<file path="src/design/u8dec_pkg.sv">
`default_nettype none
// ----------------------------------------------------------------------------
// u8dec_pkg
// Shared types, constants and lead byte decode for the UTF-8 stream decoder.
// ----------------------------------------------------------------------------
package u8dec_pkg;

	// Field widths.
	localparam int unsigned BYTE_W    = 8;
	localparam int unsigned CP_W      = 21;
	localparam int unsigned LEN_W     = 3;
	localparam int unsigned PEND_W    = 2;
	localparam int unsigned TDATA_W   = CP_W + LEN_W;
	localparam int unsigned TUSER_W   = 2;

	// Byte masks used by the decode.
	localparam logic [BYTE_W-1:0] CONT_TAG_MASK = 8'hc0;
	localparam logic [BYTE_W-1:0] CONT_TAG      = 8'h80;
	localparam logic [BYTE_W-1:0] CONT_PAYLOAD  = 8'h3f;
	localparam logic [BYTE_W-1:0] MASK_LEN1     = 8'h7f;
	localparam logic [BYTE_W-1:0] MASK_LEN2     = 8'h1f;
	localparam logic [BYTE_W-1:0] MASK_LEN3     = 8'h0f;
	localparam logic [BYTE_W-1:0] MASK_LEN4     = 8'h07;

	// Glyph lengths; zero marks an invalid lead byte.
	localparam logic [LEN_W-1:0] LEN_NONE = 3'd0;
	localparam logic [LEN_W-1:0] LEN_ONE  = 3'd1;
	localparam logic [LEN_W-1:0] LEN_TWO  = 3'd2;
	localparam logic [LEN_W-1:0] LEN_THREE = 3'd3;
	localparam logic [LEN_W-1:0] LEN_FOUR = 3'd4;

	// Positions of the flags in the result tuser.
	localparam int unsigned TUSER_GLYPH_READY  = 0;
	localparam int unsigned TUSER_STRING_VALID = 1;

	// Decoder state carried from byte to byte.
	typedef struct packed {
		logic [PEND_W-1:0] bytes_pending;
		logic [CP_W-1:0]   partial_code;
		logic [LEN_W-1:0]  current_length;
		logic              error_seen;
	} dec_state_t;

	// Glyph length from the top five bits of a lead byte.
	function automatic logic [LEN_W-1:0] lead_length(input logic [BYTE_W-1:0] b);
		logic [LEN_W-1:0] n;
		begin
			if (b[7] == 1'b0) begin
				n = LEN_ONE;
			end else if (b[7:5] == 3'b110) begin
				n = LEN_TWO;
			end else if (b[7:4] == 4'b1110) begin
				n = LEN_THREE;
			end else if (b[7:3] == 5'b11110) begin
				n = LEN_FOUR;
			end else begin
				n = LEN_NONE;
			end
			return n;
		end
	endfunction

	// Payload bits of a lead byte for a given glyph length.
	function automatic logic [CP_W-1:0] lead_payload(input logic [BYTE_W-1:0] b,
			input logic [LEN_W-1:0] n);
		logic [BYTE_W-1:0] m;
		begin
			unique case (n)
				LEN_ONE:   m = MASK_LEN1;
				LEN_TWO:   m = MASK_LEN2;
				LEN_THREE: m = MASK_LEN3;
				LEN_FOUR:  m = MASK_LEN4;
				default:   m = '0;
			endcase
			return {{(CP_W-BYTE_W){1'b0}}, b & m};
		end
	endfunction

endpackage
`default_nettype wire

</file>
<file path="src/design/utf8_stream_decoder_validator.sv">
`default_nettype none
// ----------------------------------------------------------------------------
// utf8_stream_decoder_validator
// Each input byte passes the input register, then the result register; the
// result is held in the result register while the output stalls.
// Throughput: one byte per cycle unless the output stalls; the decoder state updates in one pass.
// Reset: arst_n clears the decoder state and all valid flags at once.
// Decodes a UTF-8 byte stream into code points and checks it for errors.
// ----------------------------------------------------------------------------
module utf8_stream_decoder_validator
	import u8dec_pkg::*;
(
	input  wire logic               clk,
	input  wire logic               arst_n,
	// Input bytes.
	input  wire logic               s_axis_tvalid,
	output logic                    s_axis_tready,
	input  wire logic [BYTE_W-1:0]  s_axis_tdata,   // [7:0] data_byte
	input  wire logic               s_axis_tlast,   // last_byte
	// Results.
	output logic                    m_axis_tvalid,
	input  wire logic               m_axis_tready,
	output logic [TDATA_W-1:0]      m_axis_tdata,   // [20:0] code_point, [23:21] glyph_length
	output logic [TUSER_W-1:0]      m_axis_tuser,   // [0] glyph_ready, [1] string_valid
	output logic                    m_axis_tlast    // string_end
);

	logic               valid_s1;
	logic [BYTE_W-1:0]  byte_s1;
	logic               last_s1;

	dec_state_t         state_q;
	dec_state_t         state_d;

	logic               out_valid_q;
	logic [CP_W-1:0]    out_cp_q;
	logic [LEN_W-1:0]   out_len_q;
	logic               out_ready_q;
	logic               out_end_q;
	logic               out_ok_q;

	logic               advance;
	logic               emit;
	logic               done;
	logic [CP_W-1:0]    cp;
	logic [LEN_W-1:0]   len;
	logic               str_ok;
	logic [LEN_W-1:0]   lead_n;
	logic [PEND_W-1:0]  pend_dec;

	// Stage 1 moves on whenever the result register is free or being drained.
	assign advance       = !out_valid_q || m_axis_tready;
	assign s_axis_tready = !valid_s1 || advance;

	// Input register.
	always_ff @(posedge clk or negedge arst_n) begin
		if (!arst_n) begin
			valid_s1 <= 1'b0;
		end else if (s_axis_tready) begin
			valid_s1 <= s_axis_tvalid;
		end
	end

	always_ff @(posedge clk) begin
		if (s_axis_tready && s_axis_tvalid) begin
			byte_s1 <= s_axis_tdata;
			last_s1 <= s_axis_tlast;
		end
	end

	// Decode of the registered byte against the current state.
	assign lead_n   = lead_length(byte_s1);
	assign pend_dec = state_q.bytes_pending - 2'd1;

	always_comb begin
		state_d = state_q;
		done    = 1'b0;
		cp      = '0;
		len     = LEN_NONE;
		str_ok  = 1'b0;
		if (!state_q.error_seen) begin
			if (state_q.bytes_pending == '0) begin
				if (lead_n == LEN_NONE) begin
					state_d.error_seen = 1'b1;
				end else if (lead_n == LEN_ONE) begin
					done = 1'b1;
					cp   = lead_payload(byte_s1, LEN_ONE);
					len  = LEN_ONE;
				end else begin
					state_d.partial_code   = lead_payload(byte_s1, lead_n);
					state_d.bytes_pending  = PEND_W'(lead_n - LEN_ONE);
					state_d.current_length = lead_n;
				end
			end else if ((byte_s1 & CONT_TAG_MASK) != CONT_TAG) begin
				state_d.error_seen = 1'b1;
			end else begin
				state_d.partial_code  = {state_q.partial_code[CP_W-7:0],
					byte_s1[5:0] & CONT_PAYLOAD[5:0]};
				state_d.bytes_pending = pend_dec;
				if (pend_dec == '0) begin
					done = 1'b1;
					cp   = state_d.partial_code;
					len  = state_q.current_length;
					state_d.partial_code   = '0;
					state_d.current_length = LEN_NONE;
				end
			end
		end
		// The last byte closes the string and always yields a result.
		if (last_s1) begin
			str_ok = !state_d.error_seen && (state_d.bytes_pending == '0);
			if (!str_ok) begin
				done = 1'b0;
				cp   = '0;
				len  = LEN_NONE;
			end
			state_d = '0;
		end
	end

	assign emit = valid_s1 && (done || last_s1);

	// Decoder state advances once per consumed byte.
	always_ff @(posedge clk or negedge arst_n) begin
		if (!arst_n) begin
			state_q <= '0;
		end else if (valid_s1 && advance) begin
			state_q <= state_d;
		end
	end

	// Result register.
	always_ff @(posedge clk or negedge arst_n) begin
		if (!arst_n) begin
			out_valid_q <= 1'b0;
		end else if (advance) begin
			out_valid_q <= emit;
		end
	end

	always_ff @(posedge clk) begin
		if (advance && emit) begin
			out_cp_q    <= cp;
			out_len_q   <= len;
			out_ready_q <= done;
			out_end_q   <= last_s1;
			out_ok_q    <= str_ok;
		end
	end

	assign m_axis_tvalid = out_valid_q;
	assign m_axis_tdata  = {out_len_q, out_cp_q};
	assign m_axis_tlast  = out_end_q;
	always_comb begin
		m_axis_tuser                     = '0;
		m_axis_tuser[TUSER_GLYPH_READY]  = out_ready_q;
		m_axis_tuser[TUSER_STRING_VALID] = out_ok_q;
	end

	// A completed glyph always has a nonzero length.
	a_glyph_len: assert property (@(posedge clk) disable iff (!arst_n)
		(out_valid_q && out_ready_q) |-> (out_len_q != LEN_NONE))
		else $error("glyph result with zero length");

	// Only a result that closes the string may report it valid; a mid-string result always carries a glyph.
	a_valid_end: assert property (@(posedge clk) disable iff (!arst_n)
		(out_valid_q && !out_end_q) |-> (!out_ok_q && out_ready_q))
		else $error("mid-string result without a glyph or with a valid flag");

	// A result without a glyph carries zero code point and length.
	a_empty_zero: assert property (@(posedge clk) disable iff (!arst_n)
		(out_valid_q && !out_ready_q) |-> (out_cp_q == '0 && out_len_q == LEN_NONE))
		else $error("empty result carries glyph bits");

	// While continuation bytes are pending, the glyph length exceeds them.
	a_pending: assert property (@(posedge clk) disable iff (!arst_n)
		(state_q.bytes_pending != '0) |->
		(state_q.current_length > {1'b0, state_q.bytes_pending}))
		else $error("pending count inconsistent with glyph length");

endmodule
`default_nettype wire

</file>
<file path="config.mk">
export PLATFORM = sky130hd
export DESIGN_NAME = utf8_stream_decoder_validator
export DESIGN_NICKNAME = d
export VERILOG_FILES = /design/src/design/u8dec_pkg.sv /design/src/design/utf8_stream_decoder_validator.sv
export SDC_FILE = /design/constraint.sdc
export NUM_CORES = 1
export LEC_CHECK = 0
export BUFFER_PORTS_ARGS = -buffer_cell sky130_fd_sc_hd__clkbuf_2
export CORE_ASPECT_RATIO = 1.4
export CORE_MARGIN = 1
export CORE_UTILIZATION = 62
export DETAILED_ROUTE_END_ITERATION = 10
export HOLD_SLACK_MARGIN = 0.05
export PLACE_DENSITY = 0.88
export SETUP_SLACK_MARGIN = 0.4
export SYNTH_ARGS = -nofsm -noshare
export SYNTH_HDL_FRONTEND = slang
export SYNTH_SLANG_ARGS = --single-unit
export TNS_END_PERCENT = 50
</file>
<file path="constraint.sdc">
create_clock -name clk -period 7.5 [get_ports clk]
set_input_delay 0.375 -clock clk [delete_from_list [all_inputs] [get_ports clk]]
set_output_delay 0.375 -clock clk [all_outputs]
set_load 0.1 [all_outputs]
</file>
Yosys cells after proc, flatten, opt, wreduce, memory -nomap -nowiden. Cells that the tools add are included.

Flip-flop bits (word level): 59. Input port bits: 13. Output and inout bits: 29. Word-level logic and storage cells: 93.

$add $sub $neg: 2. Eq/ne operators: 12. Multiplexer cells: 46. Bitwise operators: 2. Reductions and logical operators: 18.

Operator list (number): $mux 21 (6); $mux 27 (3); $mux 8 (10); $mux 26 (3); $mux 3 (10); $mux 24 (1); $and 8x8->8 (2); $pmux 5 s3 (1); $mux 1 (12); $ne 3x3->1 const B (3); $eq 3x2->1 const B (2); $eq 3x3->1 const B (2); $logic_not 2->1 (3); $reduce_and 6->1 (1); $eq 5x5->1 const B (1); $logic_and 1x1->1 (5); $reduce_and 5->1 (1); $eq 4x4->1 const B (1); $ne 2x2->1 const B (2); $sub 2x1->2 const B (2); $eq 3x1->1 const B (1); $logic_not 1->1 (3); $logic_not 3->1 (1); $logic_or 1x1->1 (3); $reduce_bool 3->1 (1).

Logic depth before layout (Yosys ltp).
Depth in word-level cells: 23. Mapped depth: 9. Mapped depth without buffers: 6.

Worst setup path before layout. No wires, ideal clock.

Path type: flip-flop to flip-flop. Start: reg state_q[25] (netlist bit). End: reg out_end_q, in the netlist m_axis_tlast, enable pin. Library setup time: 0.411 ns. Arrival: 2.750 ns. Required time: 7.089 ns. Slack: 4.339 ns. Stages on the path, launching flop included: 10. Buffers on the path: 3. Clock period less this slack: 3.161 ns. Cell sequence: dfrtp_1 -> buf_2 -> inv_1 -> ha_1 -> and4bb_1 -> buf_4 -> or2_1 -> buf_2 -> a21oi_2 -> nor2_1.

Cells in the longest elaborated chain, start to end: 11. Elaborated cells on any way between the ends: 20. Classes of those cells: add/sub (1); mux (11); reduce/logical (8).

RTL lines: from (decl) (line utf8_stream_decoder_validator.sv:32) `dec_state_t state_q;`; from (signal assigned) (line utf8_stream_decoder_validator.sv:128) `state_q <= state_d;`; $sub 2x1->2 or $mux 26 (tied branches) (line utf8_stream_decoder_validator.sv:73, utf8_stream_decoder_validator.sv:85); $logic_not 2->1, or another cell as far along (line utf8_stream_decoder_validator.sv:100) `if (pend_dec == '0) begin`; $mux 1 or $mux 27 (tied branches) (line utf8_stream_decoder_validator.sv:100, utf8_stream_decoder_validator.sv:82); $mux 1 or $mux 27 (tied branches) (line utf8_stream_decoder_validator.sv:94, utf8_stream_decoder_validator.sv:81); $mux 1 or $logic_not 2->1 (tied branches) (line utf8_stream_decoder_validator.sv:82, utf8_stream_decoder_validator.sv:111); $mux 1 or $logic_and 1x1->1 (tied branches) (line utf8_stream_decoder_validator.sv:81, utf8_stream_decoder_validator.sv:111); $mux 1 (line utf8_stream_decoder_validator.sv:112) `if (!str_ok) begin`; $mux 1 (*) (line utf8_stream_decoder_validator.sv:110) `if (last_s1) begin`; $logic_or 1x1->1 (*) (line utf8_stream_decoder_validator.sv:121) `assign emit = valid_s1 && (done || last_s1);`; $logic_and 1x1->1 (*) (line utf8_stream_decoder_validator.sv:121); $logic_and 1x1->1 (*) (line utf8_stream_decoder_validator.sv:142) `if (advance && emit) begin`; to (signal assigned) (line utf8_stream_decoder_validator.sv:146) `out_end_q <= last_s1;`; to (decl) (line utf8_stream_decoder_validator.sv:39) `logic out_end_q;`.

Every way passes the cells marked *; elsewhere a longest branch is shown, timed or not. The select of a mux whose other input is x is not followed. A chain may end at the register's enable or synchronous reset.

Worst setup path in the final report.
Start: reg state_q[25] (netlist bit). End: reg out_cp_q[8], enable pin.

Cells in the longest elaborated chain, start to end: 11. Elaborated cells on any way between the ends: 20. Classes of those cells: add/sub (1); mux (11); reduce/logical (8).

RTL lines: $sub 2x1->2 or $mux 26 (tied branches) (line utf8_stream_decoder_validator.sv:73, utf8_stream_decoder_validator.sv:85); $logic_not 2->1, or another cell as far along (line utf8_stream_decoder_validator.sv:100); $mux 1 or $mux 27 (tied branches) (line utf8_stream_decoder_validator.sv:100, utf8_stream_decoder_validator.sv:82); $mux 1 or $mux 27 (tied branches) (line utf8_stream_decoder_validator.sv:94, utf8_stream_decoder_validator.sv:81); $mux 1 or $logic_not 2->1 (tied branches) (line utf8_stream_decoder_validator.sv:82, utf8_stream_decoder_validator.sv:111); $mux 1 or $logic_and 1x1->1 (tied branches) (line utf8_stream_decoder_validator.sv:81, utf8_stream_decoder_validator.sv:111); $mux 1 (line utf8_stream_decoder_validator.sv:112); $mux 1 (*) (line utf8_stream_decoder_validator.sv:110); $logic_or 1x1->1 (*) (line utf8_stream_decoder_validator.sv:121); $logic_and 1x1->1 (*) (line utf8_stream_decoder_validator.sv:121); $logic_and 1x1->1 (*) (line utf8_stream_decoder_validator.sv:142); to (signal assigned) (line utf8_stream_decoder_validator.sv:143) `out_cp_q <= cp;`; to (decl) (line utf8_stream_decoder_validator.sv:36) `logic [CP_W-1:0] out_cp_q;`.

Marked as above.

==> impl_results.md <==
* Setup Skew at 0.00699 ns
* Post-Syn Nets at 294
* Synth top cells by count: nand3_1, edfxtp_1, o21ai_1, dfrtp_1
* Synth Instances at 279
* Post-route setup TNS at 0 ns
* Final ANT Viol Nets at 0
* IO Port Bufs at 41
* Initial core utilization at 0.643
* Netlist cell types at 54
* Final hold violation count at 0
* Post-CTS setup buffer count at 0
* Ys flop type: edfxtp_1
* Initial antenna violation count at 0
* Boundary Pins at 42
* Worst-path clk slew at 0.07 ns
* Core footprint at 4840 um^2
* Post-DP HPWL at 4100 um
* # DRC at 0
* Final WS setup at 3.36 ns
* Seq/Total Area, Yosys at 0.532
* Row cnt at 30
* CTS tree: built
* Via count at 2355
* Mapped cell area at 3110 um^2
* Count leader, synth: nand3_1
* Drt via density at 6.26
* Diode count at 0
* Setup WS pre-CTS at 3.37 ns
* Setup Crit Path Kind: reg -> reg
* Drt first pass iters at 5
* Synth Area per Inst at 11.2 um^2
* Clock sink total at 59
* Worst vdd ir at 0.350 mV
* Crit path capture type: flip-flop
* Worst skew pair latency at 0.34 ns
* Final worst path period need at 4.14 ns
* Pleak at 1.27 nW
* Clk root buf: clkbuf_8
* Tightest Pin Transition at 1.24 ns
* Maximum capacitance violations at 0
* Initial DRC Count at 141
* Max Slew Vio Count at 0
* HP Class: in -> reg
* F_max at 242 MHz
* Post-synth EDFFs at 36
* All-Layer GR Usage at 0.268
* Drt wl/cell at 16.2 um
* Main area contributors after synthesis: edfxtp_1, dfrtp_1, nand3_1
* GP Congestion at 0.883
* PD cells at 358 nW/um^2
* Clock Tree Buf Depth at 2
* RSZ-0062 raised after global routing: false
* Yosys top cell by area: edfxtp_1
* Worst EP arrival at 4.09 ns
* CP Launch Type: flip-flop
* Max transition margin at 0.170
* First-pass GRT wire length at 10200 um
* FFs w/ async S/R, synth at 0.390
* Final setup vio count at 0
* Largest net degree at the start of global routing at 36
* Yosys Warn Count at 0
* Die Height at 85.9 um
* Post-Route WL at 6090 um
* Die Area at 5310 um^2
* GRT overflow at 0
* Seq cells post-synth at 59
* Worst hold slack at 0.206 ns
* Critical Path Fanout Max at 35
* Fraction of layout instances using a drive strength above 1 at 0.272
* Finished Core Util at 0.716
* Final period util at 0.552
* Nets at 322
* Area share of the largest cell type after synthesis at 0.347
* Die width at 61.9 um
* Vias in the first global route at 2183
* Critical path required time at 7.45 ns
* Area grow syn2layout at 11.2%
* Status: complete, no violations
* H-tree depth at 3
* Number of buffers created by CTS at 9
cells in the final DEF (no fill, tap or decap), types with 2 or more instances in the layout:
| master | instances |
|---|---|
| nor2b_1 | 2 |
| buf_4 | 2 |
| o41ai_1 | 3 |
| dfrtp_1 | 23 |
| clkbuf_8 | 10 |
| clkinvlp_4 | 2 |
| o31ai_2 | 10 |
| nor2_1 | 4 |
| and2_1 | 3 |
| o21ai_0 | 16 |
| nand3_1 | 45 |
| nand2b_1 | 5 |
| nand4_1 | 7 |
| clkinv_1 | 2 |
| nand2_1 | 16 |
| ha_1 | 2 |
| o221a_1 | 2 |
| edfxtp_1 | 36 |
| a21oi_1 | 3 |
| inv_2 | 2 |
| a31oi_1 | 2 |
| clkbuf_2 | 41 |
| o21ai_1 | 31 |
| o31ai_1 | 4 |
| inv_1 | 4 |
flip-flops by register name, summed over array words and instances, names as in the netlist:
name and count:
out_ready_q 1, m_axis_tlast 1, state_q 21, out_ok_q 1, last_s1 1, out_len_q 3
m_axis_tvalid 1, out_cp_q 21, byte_s1 8, valid_s1 1
worst paths after layout:
check	from	to	depth (start not counted)	slack, ns
setup / recovery	state_q[25]$_DFFE_PN0P_	out_cp_q[8]$_DFFE_PP_	6	3.36
hold / removal	s_axis_tdata[2]	byte_s1[2]$_DFFE_PP_	1	0.21
setup reg to reg	state_q[25]$_DFFE_PN0P_	out_cp_q[8]$_DFFE_PP_	6	3.36
hold reg to reg	state_q[4]$_DFFE_PN0P_	state_q[10]$_DFFE_PN0P_	2	0.55
max in group asynchronous	arst_n	state_q[25]$_DFFE_PN0P_	2	6.54
min in group asynchronous	arst_n	state_q[14]$_DFFE_PN0P_	2	0.57
cells by family (layout without fill, tap and decap cells):
logic type / Yosys count / count (layout) / share of synthesized area
compound gates: 86 / 86 / 0.214
xor+xnor: 1 / 1 / 0.00281
fa+ha+maj: 2 / 2 / 0.00803
buf+inv: 33 / 66 / 0.0599
flops: 59 / 59 / 0.532
mux: 1 / 1 / 0.00321
simple gates: 97 / 97 / 0.180
metrics by stage:
step | power (mW) | cells | area, um^2
after floorplan | 0.903 | 279 | 3110
after global placement | 0.943 | 359 | 3260
after detailed placement | 0.959 | 359 | 3260
after CTS | 1.24 | 376 | 3460
after global routing | 1.30 | 376 | 3460
final | 1.24 | 376 | 3460
what timing repair did:
item,CTS,global route
hold buffers,1,0
endpoints found under the hold margin,23,0
gates resized for setup,0,0
layout make-up:
class / instances / area (um^2)
Tap cell: 64 / 80.1
Inverter: 6 / 22.5
Clock buffer: 11 / 141
Multi-Input combinational cell: 187 / 1280
Fill cell: 368 / 1380
Clock inverter: 5 / 52.6
Timing Repair Buffer: 44 / 230
Sequential cell: 59 / 1660
critical path, cell delays in order (launching register included):
cell,delay [ns]
dfrtp_1,0.51
inv_1,0.11
ha_1,0.45
and4bb_1,1.15
or2_1,0.44
a21oi_2,0.13
nor2_2,0.95
layer usage:
metal / up-vias / routed length, um / GRT usage
li1: 1113 / - / -
met1: 1122 / 2470 / 0.332
met2: 103 / 3060 / 0.401
met3: 17 / 352 / 0.0769
met4: 0 / 208 / 0.168
met5: - / 0 / 0
where the power goes:
part           internal [mW]  switching (mW)
sequential             0.397          0.0398
combinational          0.112           0.410
clock                  0.160           0.121
total                  0.669           0.571
Note: power is estimated with default switching activity, not from simulation.
